--- src/hw/rtl/box_filter_3x3_mean_top_defines.svh ---
// ----------------------------------------------------------------------------
// box_filter_3x3_mean_top_defines
// assertion macros shared by the box filter modules
// ----------------------------------------------------------------------------
`ifndef BOX_FILTER_3X3_MEAN_TOP_DEFINES_SVH
`define BOX_FILTER_3X3_MEAN_TOP_DEFINES_SVH

// same-cycle implication
`define BF3M_ASSERT_IMP(lbl, ck, rst_n, ante, cons, msg) \
	lbl: assert property (@(posedge ck) disable iff (!rst_n) (ante) |-> (cons)) \
		else $error(msg);

// next-cycle implication
`define BF3M_ASSERT_NXT(lbl, ck, rst_n, ante, cons, msg) \
	lbl: assert property (@(posedge ck) disable iff (!rst_n) (ante) |=> (cons)) \
		else $error(msg);

`endif

--- src/hw/rtl/bf3m_pkg.sv ---
// ----------------------------------------------------------------------------
// bf3m_pkg
// shared types and constants of the 3x3 box filter
// ----------------------------------------------------------------------------
package bf3m_pkg;

	localparam int PIX_W       = 8;
	localparam int CFG_W       = 11;
	localparam int POS_W       = 10;
	localparam int SUM_W       = 12;
	localparam int PROD_W      = 24;
	localparam int RECIP_SHIFT = 15;
	localparam int REG_IDX_W   = 1;
	localparam int FIFO_DEPTH  = 8;
	localparam int FIFO_PTR_W  = 3;
	localparam int FIFO_CNT_W  = 4;

	// ceil(2^15 / 9), exact floor division for sums up to 9 * 255
	localparam logic [SUM_W-1:0] RECIP_NINE = 12'd3641;

	localparam logic [CFG_W-1:0] SIZE_RESET = 11'd5;
	localparam logic [CFG_W-1:0] SIZE_MIN   = 11'd3;

	typedef enum logic [REG_IDX_W-1:0] {
		REG_LINE_LENGTH = 1'b0,
		REG_LINE_COUNT  = 1'b1
	} reg_idx_t;

	typedef struct packed {
		logic [POS_W-1:0] row;
		logic [POS_W-1:0] col;
		logic             last;
	} pos_tag_t;

	typedef struct packed {
		logic [PIX_W-1:0] mean;
		pos_tag_t         tag;
	} result_t;

endpackage

--- src/hw/rtl/bf3m_out_fifo.sv ---
// ----------------------------------------------------------------------------
// bf3m_out_fifo
// result queue in front of the output channel
// ----------------------------------------------------------------------------
`include "box_filter_3x3_mean_top_defines.svh"

module bf3m_out_fifo (
	input  logic                            clk,
	input  logic                            arst_n,
	input  logic                            push,
	input  bf3m_pkg::result_t               push_data,
	output logic                            out_valid,
	input  logic                            out_ready,
	output bf3m_pkg::result_t               head,
	output logic [bf3m_pkg::FIFO_CNT_W-1:0] count
);
	import bf3m_pkg::*;

	result_t                 data_q [FIFO_DEPTH];
	logic [FIFO_PTR_W-1:0]   wr_ptr_q;
	logic [FIFO_PTR_W-1:0]   rd_ptr_q;
	logic [FIFO_CNT_W-1:0]   count_q;
	logic                    pop;

	assign out_valid = (count_q != '0);
	assign pop       = out_valid && out_ready;
	assign head      = data_q[rd_ptr_q];
	assign count     = count_q;

	always_ff @(posedge clk) begin
		if (push) begin
			data_q[wr_ptr_q] <= push_data;
		end
	end

	always_ff @(posedge clk or negedge arst_n) begin
		if (!arst_n) begin
			wr_ptr_q <= '0;
			rd_ptr_q <= '0;
			count_q  <= '0;
		end else begin
			if (push) begin
				wr_ptr_q <= wr_ptr_q + FIFO_PTR_W'(1);
			end
			if (pop) begin
				rd_ptr_q <= rd_ptr_q + FIFO_PTR_W'(1);
			end
			case ({push, pop})
				2'b10:   count_q <= count_q + FIFO_CNT_W'(1);
				2'b01:   count_q <= count_q - FIFO_CNT_W'(1);
				default: count_q <= count_q;
			endcase
		end
	end

	`BF3M_ASSERT_IMP(a_fifo_no_overflow, clk, arst_n, push && !pop, count_q < FIFO_CNT_W'(FIFO_DEPTH), "result queue overflow")
	`BF3M_ASSERT_NXT(a_fifo_count_up, clk, arst_n, push && !pop, count_q == $past(count_q) + FIFO_CNT_W'(1), "queue count lost a push")

endmodule

--- config.mk ---
export PLATFORM = sky130hd
export DESIGN_NAME = bf3m_out_fifo
export DESIGN_NICKNAME = d
export VERILOG_FILES = /design/src/hw/rtl/bf3m_pkg.sv /design/src/hw/rtl/bf3m_out_fifo.sv
export VERILOG_INCLUDE_DIRS = /design/src /design/src/hw/rtl
export SDC_FILE = /design/constraint.sdc
export NUM_CORES = 1
export LEC_CHECK = 0
export BUFFER_PORTS_ARGS = -buffer_cell sky130_fd_sc_hd__buf_2
export CAP_MARGIN = 30
export CORE_ASPECT_RATIO = 1.4
export CORE_MARGIN = 2
export CORE_UTILIZATION = 35
export DETAILED_ROUTE_END_ITERATION = 8
export PLACE_DENSITY = 0.59
export SYNTH_ARGS = -nofsm -noshare
export SYNTH_HDL_FRONTEND = slang
export SYNTH_SLANG_ARGS = --single-unit
--- constraint.sdc ---
create_clock -name clk -period 5.5 [get_ports clk]
set_clock_uncertainty 0.1 [all_clocks]
set_input_delay 0.55 -clock clk [delete_from_list [all_inputs] [get_ports clk]]
set_output_delay 0.55 -clock clk [all_outputs]
set_load 0.01 [all_outputs]
== Word level (Yosys, flattened, before mapping) ==
Memories as Yosys holds them, arrays and structs flattened.
Index checks and enable logic that the tools add are counted.

* Register bits: 10
* Bits in writable memories: 232
* Input port bits: 33
* Output and inout port bits: 34
* Word-level logic and storage cells: 16
* Memories kept: 1

* Add/subtract/negate cells: 4
* Eq/ne operators: 2
* Multiplexer cells: 3
* Reductions and logical operators: 3

{| class="wikitable"
|+ Memories
! memory !! words !! width !! read ports !! clocked after Yosys merged registers in !! write ports !! line !! source
|-
| data_q || 8 || 29 || 1 || 0 || 1 || bf3m_out_fifo.sv:19 || <nowiki>result_t data_q [FIFO_DEPTH];</nowiki>
|}

{| class="wikitable"
|+ Operator list
! kind !! count
|-
| $pmux 4 s2 || 1
|-
| $add 3x1->3 const B || 2
|-
| $add 4x1->4 const B || 1
|-
| $reduce_bool 4->1 || 1
|-
| $sub 4x1->4 const B || 1
|-
| $eq 2x1->1 const B || 1
|-
| $eq 2x2->1 const B || 1
|-
| $mux 1 || 2
|-
| $reduce_bool 2->1 || 1
|-
| $logic_and 1x1->1 || 1
|}

== Longest topological paths before layout ==
Gate-level depths: netlist of the first run.

* Word-level depth: 4
* Mapped depth: 10
* Depth with buffers taken out: 10

== Worst setup path after synthesis of the first run ==
No wires, ideal clock.

* Path type: input to register
* From: input push
* To: memory data_q[0][0] in the netlist's numbering, enable pin
* Setup time: 0.451 ns
* Data arrival time: 2.649 ns
* Required time: 4.949 ns
* Setup slack: 2.300 ns
* Cell stages on the path: 2
* Path buffers: 0
* Cells stage by stage: nand2b_1 > nor3_1

* Longest elaborated chain between the ends: 2

{| class="wikitable"
|+ RTL lines
! what !! line !! source
|-
| start: declaration || bf3m_out_fifo.sv:10 || <nowiki>input logic push,</nowiki>
|-
| $mux 1 || bf3m_out_fifo.sv:31 || <nowiki>if (push) begin</nowiki>
|-
| $mux 1 (not written as such) || bf3m_out_fifo.sv:32 || <nowiki>data_q[wr_ptr_q] <= push_data;</nowiki>
|-
| end: declaration || bf3m_out_fifo.sv:19 ||
|}

No other way between the ends.

==> impl_metrics.toml, run 1 <==
[clocking]
cts_resized = 0
clkSinkCount = 242
clkTransAtPathRegs_ns = 0.06
cts_tree = "built"
ctsHtreeMaxLevel = 1
clk_latency_ns = 0.50
clock_path_buffers = 3
numCtsBuffers = 22
ctsRootBufferMaster = "clkbuf_16"

[grt]
busiest_layer = "met2"
grtUsageMet2_pct = 23.6
grt_use_met3_pct = 3.05
grt_max_degree = 48
use_met1_pct = 15.5
grt_first_pass_wirelength_um = 27200
grt_overflow_total = 0
track_usage_pct = 13.1
antenna_found_initial = 4
grt_pass1_vias = 4537

[power_and_ir_drop]
totalPowerFinal_mw = 5.70
vdd.ir_drop.worst_mv = 0.201
cellLeakagePower_nw = 3.57
power_density_nw_per_um2 = 526

[routing]
first_pass_iters = 4
route.detailed.drc = 0
ant_nets = 0
finalWirelength_um = 17800
initialDrtViolationCount = 249
vias = 4076
wl_per_cell_um = 21.8
vias_per_cell = 4.99

[run_status]
status = "finished, final reports clean"

[critical_path]
crit_fanout = 32
arrival_ns = 2.81
end_kind = "primary output"
critPathRequiredTime_ns = 4.85
start_kind = "flip-flop"
criticalPathCategory = "reg2out"

[synth]
synth_top_family_by_area = "multiplexers"
avgSynthCellArea_um2 = 23.9
synthDistinctLibCells = 25
synth.net_count = 428
yosysSeqAreaShare_pct = 77.5
ys_warn_count = 0
synth_top_area_share_pct = 74.8
synthXorXnorAreaFrac_pct = 0.846
synthTopCellsByArea = "edfxtp_1, mux4_2, dfrtp_1"
synthAdderAreaFrac_pct = 0.672
netlist_area_um2 = 9320
yosys.area_share.simple_pct = 1.10
netlist.top_cell.by_area = "edfxtp_1"
synth_compound_area_share_pct = 0.242
synthMuxAreaShare_pct = 18.4
ys_seq_elements = 242
synthCells = 390

[placed_design]
place.gp.congestion = 0.682
portBuffers = 66
dpl.hpwl_um = 10300

[sta]
slew_viol_final = 0
tightest_slew_ns = 0.772
report.final.hold_viol_count = 0
tns_ns = 0
maxClockFrequency_ghz = 0.289
fin_crit_sh_pct = 63.0
holdWs_ns = 0.208
slew_headroom_pct = 48.5
setup_viol_count_final = 0
rsz0062_at_grt = "no"
period_minus_slack_ns = 3.46

[hold_path]
min_path_type = "in2reg"

[layout]
drive_gt1_share_pct = 42.7
fillers = 2224
area_growth_pct = 16.4
seq_area_um2 = 7220
multi_input_area_um2 = 2040
post-route-util_pct = 41.4
finalNetCount = 516

[die]
fp-row-count = 70
core-area_um2 = 26200
fp.dieArea_um2 = 28000
die_h_um = 197
ios = 67
start_util_pct = 35.6
die_x_um = 142

[run]
max-cap-violations = 0
## placed cells by master (no fill, tap or decap), drive strengths merged, types with 2 or more instances in the layout
master | synthesis | final
edfxtp | 232 | 232
buf | 9 | 80
mux4 | 58 | 58
mux2 | 32 | 32
clkbuf | 8 | 29
dfrtp | 10 | 10
nor2 | 7 | 7
clkinv | 0 | 6
xor2 | 5 | 5
ha | 5 | 5
nand2 | 4 | 4
xnor2 | 4 | 4
nand2b | 3 | 3
nor3 | 3 | 3
inv | 2 | 2
bufinv | 0 | 2
## critical path, stage by stage (launching register included)
cell     delay [ns]
dfrtp_4        0.65
buf_16         0.29
buf_4          0.34
mux4_2         0.55
mux2_2         0.29
buf_2          0.14
## cell families (layout without fill, tap and decap cells)
family / Yosys count / count (layout)
adders and majority gates: 5 / 5
AOI/OAI and AO/OA: 3 / 3
buffers and inverters: 19 / 121
and+or+nand+nor: 21 / 21
muxes: 91 / 91
DFF: 242 / 242
other: 0 / 1
xor gates and xnor gates: 9 / 9
## where the power goes
group	switching, mW	total, mW	internal (mW)	leakage (nW)
clock network	0.622	1.48	0.857	0.335
registers	0.193	2.52	2.33	2.22
logic	0.809	1.70	0.895	1.02
## registers in the layout (all words and copies together) (netlist names)
signal,flops
count,4
data_q,232
rd_ptr_q,3
wr_ptr_q,3
## synth_stat cells
master      n
mux4_2     58
xor2_1      5
nand3_1     1
buf_2       6
mux2_4     10
o41ai_1     1
buf_12      2
xnor2_1     4
edfxtp_1  232
ha_1        5
inv_1       2
or4_1       1
clkbuf_1    8
mux2i_1     1
nand2_1     4
nand2b_1    3
a41oi_1     1
nor3_1      3
buf_6       1
nor2_1      7
nor4b_1     1
dfrtp_1    10
a21oi_1     1
mux2_2     22
nor2b_1     1
## per-stage QoR
stage | cell area [um2] | setup slack, ns | instances
floorplan | 9320 | 2.30 | 390
global placement | 10100 | 2.30 | 775
global route | 10800 | 1.85 | 817
CTS | 10800 | 1.74 | 815
finish | 10800 | 2.04 | 817
detailed placement | 10100 | 2.28 | 776
## what timing repair did
item | 4_1_cts | 5_1_grt
setup buffers | 0 | 0
hold buffers | 1 | 0
hold endpoints to repair | 10 | 0
## layout make-up
class | instances | area share, %
sequential | 242 | 66.6
multi-input combinational | 129 | 18.8
clock inverter | 9 | 0.865
clock buffer | 29 | 5.52
antenna | 1 | 0.0231
timing repair buffer | 81 | 4.41
tap | 324 | 3.74
inverter | 2 | 0.0692
## final timing paths
check	from	slack, ns	end	cells after the start
min in group asynchronous	arst_n	0.33	count[1]	2
hold reg to reg	count[3]	0.38	count[3]	1
setup / recovery	rd_ptr_q[0]	2.04	head[23]	5
hold / removal	push_data[13]	0.21	data_q[2][13]	1
max in group asynchronous	arst_n	4.75	rd_ptr_q[0]	2
setup reg to reg	count[0]	2.91	count[2]	10
## routing by layer
metal	share of wire (%)	up-vias
li1	-	1812
met1	40	2158
met2	53	74
met3	4.8	28
met4	1.8	4
met5	0.10	-
Power figures use the tool's default switching activity.
==> run 2, diff against run 1 <==
--- a/config.mk
+++ b/config.mk
@@ -12,7 +12,7 @@
 export CORE_MARGIN = 2
 export CORE_UTILIZATION = 35
 export DETAILED_ROUTE_END_ITERATION = 8
-export PLACE_DENSITY = 0.59
+export PLACE_DENSITY = 0.61
 export SYNTH_ARGS = -nofsm -noshare
 export SYNTH_HDL_FRONTEND = slang
 export SYNTH_SLANG_ARGS = --single-unit
==> constraint.sdc (replaced) <==
create_clock -name clk -period 2.9 [get_ports clk]
set_clock_uncertainty 0.1 [all_clocks]
set_input_delay 0.29 -clock clk [delete_from_list [all_inputs] [get_ports clk]]
set_output_delay 0.29 -clock clk [all_outputs]
set_load 0.01 [all_outputs]
==> run 2 against run 1 <==
Against the previous run:
- cell count increased by 5.1%
- register-to-register slack got worse by 2.7 ns
- via count increased by 4.5%
- combinational power increased by 100%
- critical path type is now reg2reg
- power increased by 91%
- hold slack got worse by 0.14 ns
==> impl_metrics.toml, run 2 (synthesis results as in run 1) <==
[run_status]
status = "finished, final reports clean"

[sta]
period_minus_slack_ns = 2.68
slew_headroom_pct = 63.0
fin_crit_sh_pct = 92.5
maxClockFrequency_ghz = 0.373
tns_ns = 0
holdWs_ns = 0.0725
tightest_slew_ns = 0.548
rsz0062_at_grt = "no"
setup_viol_count_final = 0
setup_ws_ns = 0.216
report.final.hold_viol_count = 0
slew_viol_final = 0

[grt]
grt_first_pass_wirelength_um = 27400
grt_overflow_total = 0
track_usage_pct = 13.1
antenna_found_initial = 0
grt_max_degree = 33
grt_pass1_vias = 4624

[power_and_ir_drop]
seq_power_share_pct = 42.5
p_sw_share_pct = 28.7
vdd.ir_drop.worst_mv = 0.527
p_int_mw = 7.74
p_switching_mw = 3.12
p_clk_share_pct = 25.5
power_density_nw_per_um2 = 967
cellLeakagePower_nw = 3.75
totalPowerFinal_mw = 10.9
combPwrFrac_pct = 32.0

[routing]
initialDrtViolationCount = 235
ant_nets = 0
vias_per_cell = 4.96
first_pass_iters = 4
route.detailed.drc = 0
wl_per_cell_um = 20.9
vias = 4259
finalWirelength_um = 17900

[critical_path]
critPathBufInv = 1
path_cells = "or4_1, nand2_1, inv_1, ha_1, nor2b_1, mux2i_1, o41ai_1, xor2_1"
cp_top_family = "simple AND/OR/NAND/NOR gates"
start_kind = "flip-flop"
r2r_slack_ns = 0.22
arrival_ns = 2.94
critPathRequiredTime_ns = 3.15
criticalPathCategory = "reg2reg"
critical_path.slowest_cell = "or4_1"
end_kind = "flip-flop"
rr_endpoint = "count[3]"
critical_path.max_stage_delay_ns = 0.60
r2r.worst_path.cells = 8
worstReg2RegStart = "count[1]"
crit_fanout = 7

[clocking]
clkSinkCount = 242
clkTransAtPathRegs_ns = 0.06
ctsHtreeMaxLevel = 1
clk_latency_ns = 0.50
cts_tree = "built"
ctsRootBufferMaster = "clkbuf_16"
post_cts_buffers = 0
clock_path_buffers = 3
numCtsBuffers = 24

[layout]
final_area_um2 = 11200
top_register = "data_q"
post-route-util_pct = 42.9
final_cell_mix = "edfxtp_1, buf_2, mux4_2"
area_growth_pct = 20.5
fin_cells = 859
drive_gt1_share_pct = 40.7
fillers = 2238
finalNetCount = 557
final_common_cell = "edfxtp_1"
largest_reg_flops = 232
antenna_cells = 0

[die]
die_h_um = 197
ios = 67
start_util_pct = 35.6
fp.dieArea_um2 = 28000
die_x_um = 142
fp-row-count = 70
core-area_um2 = 26200

[run]
max-cap-violations = 0

[hold_path]
min_path_type = "in2async"

[placed_design]
place.gp.congestion = 0.756
portBuffers = 66
place_ws_ns = 0.301
dpl-instance-area_um2 = 10200
post-place-cells = 785
dpl.hpwl_um = 10900
-- run 2: cell types whose count changed in the layout (fill, tap and decap cells not counted), sizes merged, moves of 2 or more --
cell / before / now
dlygate4sd3: 1 / 32
buf: 80 / 88
clkinv: 6 / 8
clkbuf: 29 / 32
bufinv: 2 / 0
-- run 2: what timing repair did --
action	in CTS	in global routing
resized for setup	0	0
hold buffers	32	0
hold endpoints to repair	244	0
-- run 2: metal layers --
metal  track usage [%]  share of wire [%]  vias to the layer above
met4              3.67                1.8                        0
met2              24.4                 55                       92
met5                 0                  0                        -
met1              15.7                 40                     2244
li1                  -                  -                     1895
met3              2.11                3.8                       28
-- run 2: layout make-up --
| class | count | area (um2) | area share, % |
|---|---|---|---|
| Multi-Input combinational cell | 129 | 2050 | 18.2 |
| Timing Repair Buffer | 120 | 841 | 7.49 |
| Sequential cell | 242 | 7220 | 64.3 |
| Inverter | 2 | 7.51 | 0.0669 |
| Tap cell | 324 | 405 | 3.61 |
| Clock buffer | 32 | 652 | 5.81 |
| Clock inverter | 10 | 52.6 | 0.468 |
-- run 2: how the worst max path moves through the flow --
stage | from | to | slack, ns | cells after the start
final | count[1] | count[3] | 0.22 | 8
after global routing | count[1] | count[2] | 0.11 | 10
after floorplan | count[1] | count[2] | 0.35 | 10
after global placement | count[1] | count[2] | 0.36 | 10
after CTS | rd_ptr_q[0] | head[7] | 0.23 | 4
after detailed placement | count[1] | count[2] | 0.30 | 10
-- run 2: power groups by stage --
stage	clock, mW	combinational [mW]	sequential, mW
after floorplan	0	2.41	4.64
after global placement	0	3.51	4.64
after detailed placement	0	3.56	4.69
after CTS	2.83	3.61	4.62
after global routing	2.97	3.77	4.66
final	2.77	3.48	4.62
-- run 2: worst reg2reg max path, delay by kind of cell, from the launching register on --
kind / cells / cell delay (ns)
AO/OA/AOI/OAI: 1 / 0.48
XOR/XNOR: 1 / 0.15
adder cells (fa/ha/maj): 1 / 0.24
buffers and inverters: 1 / 0.08
flip-flops: 1 / 0.46
multiplexers: 1 / 0.11
AND/OR/NAND/NOR: 3 / 0.92
