===== config.mk =====
export PLATFORM = sky130hd
export DESIGN_NAME = bf3m_window
export DESIGN_NICKNAME = d
export VERILOG_FILES = /design/src/hw/rtl/box_filter_3x3_mean_top_defines.svh /design/src/hw/rtl/bf3m_pkg.sv /design/src/hw/rtl/bf3m_window.sv
export SDC_FILE = /design/constraint.sdc
export NUM_CORES = 1
export LEC_CHECK = 0
export ABC_CLOCK_PERIOD_IN_PS = 6410
export BUFFER_PORTS_ARGS = -buffer_cell sky130_fd_sc_hd__buf_2
export CAP_MARGIN = 40
export CORE_MARGIN = 3
export CORE_UTILIZATION = 59
export DETAILED_ROUTE_END_ITERATION = 10
export GPL_ROUTABILITY_DRIVEN = 0
export PLACE_DENSITY = 0.85
export SYNTH_ARGS = -nofsm -noshare
export SYNTH_HDL_FRONTEND = slang
export SYNTH_SLANG_ARGS = --single-unit

===== constraint.sdc =====
create_clock -name clk -period 6.41 [get_ports clk]
set_input_delay 0.9615 -clock clk [delete_from_list [all_inputs] [get_ports clk]]
set_output_delay 0.9615 -clock clk [all_outputs]
set_load 0.02 [all_outputs]

===== src/hw/rtl/box_filter_3x3_mean_top_defines.svh =====
// ----------------------------------------------------------------------------
// box_filter_3x3_mean_top_defines
// assertion macros shared by the box filter modules
// ----------------------------------------------------------------------------
`ifndef BOX_FILTER_3X3_MEAN_TOP_DEFINES_SVH
`define BOX_FILTER_3X3_MEAN_TOP_DEFINES_SVH

// same-cycle implication
`define BF3M_ASSERT_IMP(lbl, ck, rst_n, ante, cons, msg) \
	lbl: assert property (@(posedge ck) disable iff (!rst_n) (ante) |-> (cons)) \
		else $error(msg);

// next-cycle implication
`define BF3M_ASSERT_NXT(lbl, ck, rst_n, ante, cons, msg) \
	lbl: assert property (@(posedge ck) disable iff (!rst_n) (ante) |=> (cons)) \
		else $error(msg);

`endif


===== src/hw/rtl/bf3m_pkg.sv =====
// ----------------------------------------------------------------------------
// bf3m_pkg
// shared types and constants of the 3x3 box filter
// ----------------------------------------------------------------------------
package bf3m_pkg;

	localparam int PIX_W       = 8;
	localparam int CFG_W       = 11;
	localparam int POS_W       = 10;
	localparam int SUM_W       = 12;
	localparam int PROD_W      = 24;
	localparam int RECIP_SHIFT = 15;
	localparam int REG_IDX_W   = 1;
	localparam int FIFO_DEPTH  = 8;
	localparam int FIFO_PTR_W  = 3;
	localparam int FIFO_CNT_W  = 4;

	// ceil(2^15 / 9), exact floor division for sums up to 9 * 255
	localparam logic [SUM_W-1:0] RECIP_NINE = 12'd3641;

	localparam logic [CFG_W-1:0] SIZE_RESET = 11'd5;
	localparam logic [CFG_W-1:0] SIZE_MIN   = 11'd3;

	typedef enum logic [REG_IDX_W-1:0] {
		REG_LINE_LENGTH = 1'b0,
		REG_LINE_COUNT  = 1'b1
	} reg_idx_t;

	typedef struct packed {
		logic [POS_W-1:0] row;
		logic [POS_W-1:0] col;
		logic             last;
	} pos_tag_t;

	typedef struct packed {
		logic [PIX_W-1:0] mean;
		pos_tag_t         tag;
	} result_t;

endpackage


===== src/hw/rtl/bf3m_window.sv =====
// ----------------------------------------------------------------------------
// bf3m_window
// 3x3 window columns, nine-pixel sum and reciprocal divide by nine
// ----------------------------------------------------------------------------
module bf3m_window (
	input  logic                       clk,
	input  logic                       arst_n,
	input  logic                       step,
	input  logic                       has_result,
	input  bf3m_pkg::pos_tag_t         tag,
	input  logic [bf3m_pkg::PIX_W-1:0] top,
	input  logic [bf3m_pkg::PIX_W-1:0] mid,
	input  logic [bf3m_pkg::PIX_W-1:0] px,
	output logic                       res_valid,
	output bf3m_pkg::result_t          res,
	output logic [1:0]                 inflight
);
	import bf3m_pkg::*;

	logic [PIX_W-1:0]  win_q [6];
	logic [SUM_W-1:0]  sum;
	logic              valid_s2;
	logic [SUM_W-1:0]  sum_s2;
	pos_tag_t          tag_s2;
	logic              valid_s3;
	logic [PROD_W-1:0] prod_s3;
	pos_tag_t          tag_s3;

	always_comb begin
		sum = SUM_W'(top) + SUM_W'(mid) + SUM_W'(px);
		for (int k = 0; k < 6; k++) begin
			sum = sum + SUM_W'(win_q[k]);
		end
	end

	// column c-2 in entries 0..2, column c-1 in entries 3..5
	always_ff @(posedge clk or negedge arst_n) begin
		if (!arst_n) begin
			for (int k = 0; k < 6; k++) begin
				win_q[k] <= '0;
			end
		end else if (step) begin
			win_q[0] <= win_q[3];
			win_q[1] <= win_q[4];
			win_q[2] <= win_q[5];
			win_q[3] <= top;
			win_q[4] <= mid;
			win_q[5] <= px;
		end
	end

	always_ff @(posedge clk or negedge arst_n) begin
		if (!arst_n) begin
			valid_s2 <= 1'b0;
			valid_s3 <= 1'b0;
		end else begin
			valid_s2 <= step && has_result;
			valid_s3 <= valid_s2;
		end
	end

	always_ff @(posedge clk) begin
		if (step) begin
			sum_s2 <= sum;
			tag_s2 <= tag;
		end
		prod_s3 <= PROD_W'(sum_s2) * PROD_W'(RECIP_NINE);
		tag_s3  <= tag_s2;
	end

	assign res_valid = valid_s3;
	assign res.mean  = prod_s3[RECIP_SHIFT +: PIX_W];
	assign res.tag   = tag_s3;
	assign inflight  = {1'b0, valid_s2} + {1'b0, valid_s3};

endmodule


## Word-level counts from Yosys, hierarchy flattened

Cells that the tools add are included.

- Register bits: 127
- Output and inout bits: 32
- Logic and storage cells: 27

- Add/subtract/negate cells: 9
- $mul: 1
- Reduce and logical (&&, ||, !) cells: 1

Operators with widths:

| cell | count |
|---|---|
| $add 12x8->12 | 4 |
| $mul 12x12->23 const B | 1 |
| $add 11x8->12 | 1 |
| $add 10x8->11 | 1 |
| $add 9x8->10 | 1 |
| $add 8x8->9 | 1 |
| $add 1x1->2 | 1 |
| $logic_and 1x1->1 | 1 |

## Logic depth before layout (Yosys ltp)

Gate-level depths: netlist of the first run.

- Word-level depth: 8
- Gate-level depth with buffers: 18
- Depth with buffers taken out: 18

## Least setup slack after synthesis of the first run

No wires, ideal clock.

- Path kind: input-to-reg
- Start point: input top[2] (netlist name)
- End point: register sum_s2[10] (data pin)
- Library setup time: 0.262 ns
- Arrival: 4.487 ns
- Path slack: 1.661 ns
- Stages on the path: 17
- Path buffers: 0
- Cell sequence: inv_1 > fa_1 > inv_1 > fa_1 > fa_1 > inv_1 > fa_1 > inv_1 > ha_1 > inv_1 > fa_1 > nor2b_1 > o21ai_0 > a21boi_0 > o21ai_0 > a21oi_1 > xor2_1

- Longest elaborated chain between the ends: 8

Ends and longest elaborated chain:

| what | line | source |
|---|---|---|
| start, declared | bf3m_window.sv:11 | `input logic [bf3m_pkg::PIX_W-1:0] top,` |
| $add 8x8->9 | bf3m_window.sv:30 | `sum = SUM_W'(top) + SUM_W'(mid) + SUM_W'(px);` |
| $add 9x8->10 | bf3m_window.sv:30 |  |
| $add 10x8->11 | bf3m_window.sv:32 | `sum = sum + SUM_W'(win_q[k]);` |
| $add 11x8->12 | bf3m_window.sv:32 |  |
| $add 12x8->12 (4 in a row) | bf3m_window.sv:32 |  |
| named net sum[10] | bf3m_window.sv:21 | `logic [SUM_W-1:0] sum;` |
| end signal, assigned | bf3m_window.sv:64 | `sum_s2 <= sum;` |
| end, declared | bf3m_window.sv:23 | `logic [SUM_W-1:0] sum_s2;` |

The timed path passes the listed nets, and every way through them passes these cells.
A chain may end at the register's enable or synchronous reset.

## Worst setup path after layout of the first run

- Start point: register sum_s2[9]
- End point: register prod_s3[22]

- Longest elaborated chain between the ends: 1

Ends and longest elaborated chain:

| what | line | source |
|---|---|---|
| $mul 12x12->23 | bf3m_window.sv:67 | `prod_s3 <= PROD_W'(sum_s2) * PROD_W'(RECIP_NINE);` |
| end signal, assigned | bf3m_window.sv:67 |  |
| end, declared | bf3m_window.sv:26 | `logic [PROD_W-1:0] prod_s3;` |

No other way between the ends.

==> results_dict.tcl, run 1 <==
set metrics [dict create \
    fmax_mhz 206 \
    area_delta_synth_final_pct 13.0 \
    vias_per_cell 5.12 \
    ctsHoldBuffers 0 \
    antenna_found_initial 0 \
    clock-root-buffer "clkbuf_16" \
    setup_viol 0 \
    crit_path_frequent_cell "inv_1" \
    synth-edff-count 33 \
    cts_tree "built" \
    required_ns 6.65 \
    grt_util_met1_pct 23.1 \
    start_util_pct 61.4 \
    critPathKind "register to register" \
    final_layout_size_suffix_gt1_share_pct 24.1 \
    synth_cell_types 36 \
    overflow 0 \
    ys_seq_area_share_pct 39.8 \
    drv_cap 0 \
    syn_nets 753 \
    slew_violations 0 \
    cp_cell_sequence "inv_1 -> fa_1 -> inv_1 -> ha_1 -> inv_1 -> fa_1 -> inv_1 -> fa_1 -> inv_1 -> fa_1 -> inv_1 -> ha_1 -> a21oi_1 -> o21ai_0 -> a2bb2oi_1 -> nand3_1 -> o31ai_1 -> xnor2_1" \
    grt_pass1_wl_um 19400 \
    track_usage_pct 18.7 \
    hold_class "register to register" \
    routed_wl_um 11400 \
    grt_max_degree 76 \
    die_h_um 116 \
    drt-initial-drc-count 134 \
    grt_util_met2_pct 33.1 \
    cts_buffer_depth 2 \
    crit_family "adder cells" \
    dpl.hpwl_um 9370 \
    period_share_pct 75.8 \
    vias 3980 \
    netlist_instances 541 \
    met3_usage_pct 4.18 \
    post_cts_resized 0 \
    pin_count 81 \
    dieArea_um2 13400 \
    cts.clk_slew.worst_paths_ns 0.08 \
    cp_slowest_stage_delay_ns 0.53 \
    rsz0062_at_grt "no" \
    slew_headroom_pct 57.2 \
    tightestPinTransition_ns 0.643 \
    dp_slack_ns 1.31 \
    endpoint_kind "register" \
    cts_num_sinks 112 \
    finalNonFillerCells 777 \
    outcome "complete, no violations" \
    avgSynthCellArea_um2 13.1 \
    final_nets 841 \
    worst_skew_pair.late_latency_ns 0.35 \
    cp.arrival_ns 5.09 \
    cts_setup_buffers 0 \
    core_area_um2 11600 \
    fin_crit_ns 4.86 \
    synth.yosys.warnings 0 \
    placementRows 39 \
    tns_ns 0 \
    grt-busiest-layer "met2" \
    finalHoldViolCount 0 \
    critPathBufInv 6 \
    fillers 781 \
    routedWlPerCell_um 14.7 \
    cp-start-kind "register" \
    netlist_area_um2 7100 \
    async_flop_share_pct 44.6 \
    drt_pre_antenna_iters 4 \
    synth_ff_type "dfrtp_1" \
    crit_slowest_cell "fa_1" \
    clock_skew_ns 0.00750 \
    die_w_um 116 \
    place_inst 761 \
    final_antenna_net_count 0 \
    grt_pass1_vias 4287 \
    drc 0 \
    htree_num_levels 3 \
    n_antenna_cell 0 \
    cts_buffers 9 \
    worst_slack_ns 1.55 \
    ys_ff_latch 112 \
    path_max_fanout 4 \
    port_buffers 80 \
]
-- synth_stat cells, drive strengths merged (2+ instances only) --
master  number  area [um2]
inv        127         477
fa          83        1660
ha          80        1000
dfrtp       50        1250
mux2        48         541
edfxtp      33         991
dfxtp       29         581
a21oi       14        73.8
xnor2       12         105
o21ai        8        43.8
xor2         8        70.1
a21o         6        45.0
nand3        6        30.0
nor2         5        18.8
buf          4        16.3
nand2        4        15.0
a21boi       3        26.3
and2         3        18.8
nand2b       3        18.8
nand4        2        12.5
o31ai        2        15.0
-- worst paths after layout --
kind,slack [ns],startpoint,cells after the start,endpoint
max reg2reg,1.55,sum_s2[9],18,prod_s3[22]
min,0.34,tag_s2[17],0,res[17]
max in group asynchronous,5.25,arst_n,2,win_q[36]
min in group asynchronous,0.63,arst_n,1,valid_s2
min reg2reg,0.34,tag_s2[17],0,res[17]
max,1.55,sum_s2[9],18,prod_s3[22]
-- through the flow --
step	instance area [um2]	hold slack (ns)	utilization, %
after floorplan	7100	0.323	-
after global placement	7660	0.324	66.2
after detailed placement	7720	0.328	66.7
after CTS	8020	0.338	69.3
after global routing	8020	0.338	69.3
final	8020	0.338	69.3
-- sequential cells by signal, summed over array words and instances, names as in the netlist --
| signal | count |
|---|---|
| prod_s3 | 8 |
| res | 21 |
| res_valid | 1 |
| sum_s2 | 12 |
| tag_s2 | 21 |
| valid_s2 | 1 |
| win_q | 48 |
-- cell families (layout without fill, tap and decap cells) --
group / Yosys count / count (layout) / share of synthesized area (%)
buffers and inverters: 132 / 225 / 7.00
AND/OR/NAND/NOR: 27 / 27 / 1.94
AO/OA/AOI/OAI: 39 / 39 / 3.72
adder cells (fa/ha/maj): 163 / 163 / 37.5
multiplexers: 48 / 48 / 7.61
flip-flops: 112 / 112 / 39.8
XOR/XNOR: 20 / 20 / 2.47
-- cell usage in the layout, fill, tap and decap left out, drive strengths merged --
| cell | n |
|---|---|
| o22ai | 1 |
| nor2b | 1 |
| nand2b | 3 |
| nand3 | 6 |
| ha | 80 |
| nor2 | 5 |
| a2bb2oi | 1 |
| a311o | 1 |
| inv | 129 |
| fa | 83 |
| dfxtp | 29 |
| nand4 | 2 |
| a22o | 1 |
| a21oi | 14 |
| clkbuf | 9 |
| o31ai | 2 |
| o21ai | 8 |
| a21boi | 3 |
| clkinvlp | 1 |
| buf | 82 |
| edfxtp | 33 |
| mux2 | 48 |
| nor3 | 1 |
| dfrtp | 50 |
| a211oi | 1 |
| xnor2 | 12 |
| clkinv | 4 |
| a21o | 6 |
| and2 | 3 |
| a31oi | 1 |
| nand2 | 4 |
| and3 | 1 |
| or2 | 1 |
| xor2 | 8 |
-- per-layer routing --
metal	vias to the layer above	routed length, um
met5	-	0
met2	68	6020
met4	0	177
met3	13	499
met1	1990	4720
li1	1909	-
-- layout make-up --
| type | instances | area (um2) | share of cell area (%) |
|---|---|---|---|
| Clock buffer | 9 | 225 | 2.81 |
| Clock inverter | 7 | 77.6 | 0.967 |
| Inverter | 127 | 477 | 5.94 |
| Multi-Input combinational cell | 297 | 3780 | 47.1 |
| Sequential cell | 112 | 2820 | 35.2 |
| Tap cell | 143 | 179 | 2.23 |
| Timing Repair Buffer | 82 | 458 | 5.71 |
Power of run 1 is not shown: default switching activity piles up to over one toggle a cycle in this logic, so the estimate is an artifact.
==> inputs of run 2 (changes only) <==
--- a/config.mk
+++ b/config.mk
@@ -5,14 +5,14 @@
 export SDC_FILE = /design/constraint.sdc
 export NUM_CORES = 1
 export LEC_CHECK = 0
-export ABC_CLOCK_PERIOD_IN_PS = 6410
+export ABC_CLOCK_PERIOD_IN_PS = 4450
 export BUFFER_PORTS_ARGS = -buffer_cell sky130_fd_sc_hd__buf_2
 export CAP_MARGIN = 40
 export CORE_MARGIN = 3
-export CORE_UTILIZATION = 59
+export CORE_UTILIZATION = 54
 export DETAILED_ROUTE_END_ITERATION = 10
 export GPL_ROUTABILITY_DRIVEN = 0
-export PLACE_DENSITY = 0.85
+export PLACE_DENSITY = 0.83
 export SYNTH_ARGS = -nofsm -noshare
 export SYNTH_HDL_FRONTEND = slang
 export SYNTH_SLANG_ARGS = --single-unit
==> constraint.sdc (replaced) <==
create_clock -name clk -period 4.45 [get_ports clk]
set_input_delay 0.6675 -clock clk [delete_from_list [all_inputs] [get_ports clk]]
set_output_delay 0.6675 -clock clk [all_outputs]
set_load 0.02 [all_outputs]
==> results_dict.tcl, run 2 (synthesis results as in run 1) <==
set metrics [dict create \
    outcome "complete, no violations" \
    cp.arrival_ns 4.59 \
    ff2ff_path_depth 17 \
    cp-start-kind "register" \
    cts_buffer_depth 2 \
    final_nets 866 \
    routed_wl_um 12300 \
    htree_num_levels 3 \
    final_antenna_net_count 0 \
    cts_num_sinks 112 \
    slew_violations 0 \
    final_common_cell "inv_1" \
    finalNonFillerCells 831 \
    crit_path_frequent_cell "fa_1" \
    clock_skew_ns 0.0156 \
    setup_viol 0 \
    fin_crit_ns 4.30 \
    ff2ff_setup_slack_ns 0.15 \
    fillers 932 \
    hold_class "primary input to asynchronous set/reset pin" \
    die_h_um 121 \
    critPathBufInv 6 \
    cp_cell_sequence "buf_6 -> fa_2 -> ha_4 -> inv_1 -> fa_1 -> inv_2 -> fa_1 -> inv_1 -> fa_1 -> inv_2 -> ha_4 -> buf_4 -> nand2_2 -> a21oi_1 -> a311o_2 -> a21oi_2 -> xnor2_1" \
    grt_max_degree 77 \
    slew_headroom_pct 60.7 \
    endpoint_kind "register" \
    track_usage_pct 18.3 \
    place_inst 812 \
    dieArea_um2 14600 \
    final_layout_size_suffix_gt1_share_pct 31.0 \
    final_cell_mix "inv_1, fa_1, buf_2, ha_1, dfrtp_1" \
    path_max_fanout 4 \
    routedWlPerCell_um 14.8 \
    dpl.hpwl_um 9720 \
    required_ns 4.74 \
    drv_cap 0 \
    port_buffers 80 \
    n_antenna_cell 0 \
    cts.clk_slew.worst_paths_ns 0.09 \
    worst_skew_pair.late_latency_ns 0.37 \
    cts_buffers 9 \
    cp_slowest_stage_delay_ns 0.56 \
    placementRows 41 \
    crit_family "adder cells" \
    rsz0062_at_grt "no" \
    grt_pass1_vias 4647 \
    grt_pass1_wl_um 20800 \
    drt_pre_antenna_iters 5 \
    die_w_um 121 \
    final_core_util_pct 66.0 \
    largest_reg_flops 48 \
    core_area_um2 12700 \
    fmax_mhz 232 \
    vias 4138 \
    cts_tree "built" \
    worst_r2r_endpoint "prod_s3[16]" \
    r2r_start "sum_s2[2]" \
    drt-initial-drc-count 190 \
    overflow 0 \
    clock-root-buffer "clkbuf_16" \
    vias_per_cell 4.98 \
    tightestPinTransition_ns 0.590 \
    antenna_found_initial 0 \
    critPathKind "register to register" \
    area_delta_synth_final_pct 18.2 \
    period_share_pct 96.7 \
    crit_slowest_cell "fa_2" \
    pin_count 81 \
    top_register "win_q" \
    finalHoldViolCount 0 \
    start_util_pct 55.8 \
    drc 0 \
]
## run 2: area by class of cell
cell class / count / area, um2 / share of cell area, %
well taps: 172 / 215 / 2.56
inverters: 127 / 477 / 5.68
clock inverters: 7 / 86.3 / 1.03
repair buffers: 107 / 649 / 7.74
multi-input cells: 297 / 3920 / 46.7
clock buffers: 9 / 225 / 2.68
flip-flops and latches: 112 / 2820 / 33.6
## run 2: worst max path at each step
| stage | to | start | cells after the start |
|---|---|---|---|
| floorplan | sum_s2[11] | top[3] | 15 |
| global placement | sum_s2[11] | top[3] | 16 |
| detailed placement | sum_s2[11] | top[3] | 16 |
| CTS | prod_s3[16] | sum_s2[7] | 18 |
| global route | prod_s3[18] | sum_s2[2] | 18 |
| finish | prod_s3[16] | sum_s2[2] | 17 |
## run 2: worst reg2reg max path: stages, from the launching register on
cell and delay, ns:
edfxtp_1 0.42, buf_6 0.15, fa_2 0.56, ha_4 0.14, inv_1 0.06, fa_1 0.55
inv_2 0.04, fa_1 0.50, inv_1 0.05, fa_1 0.49, inv_2 0.05, ha_4 0.24
buf_4 0.14, nand2_2 0.05, a21oi_1 0.06, a311o_2 0.43, a21oi_2 0.15, xnor2_1 0.13
## run 2: what timing repair did
action	in CTS	in global routing
resized for setup	10	22
pin swaps	6	15
setup endpoints to repair	6	12
hold endpoints to repair	0	0
setup buffers	0	3
hold buffers	0	0
## run 2: metrics by stage
stage               setup TNS [ns]  setup WS (ns)  area [um2]  hold WS [ns]
finish                           0          0.149        8390         0.305
global route                     0       0.000879        8390         0.325
CTS                              0         0.0100        8290         0.310
detailed placement           -1.62         -0.293        7920         0.327
global placement            -0.766         -0.200        7860         0.323
floorplan                        0       0.000885        7100         0.323
## run 2: metal layers
layer,wire length [um],vias up,GRT usage [%]
li1,-,1962,-
met1,4880,2067,21.3
met2,6620,88,32.7
met3,489,21,4.12
met4,314,0,7.01
met5,0,-,0
Power of run 2 is left out for the same reason.
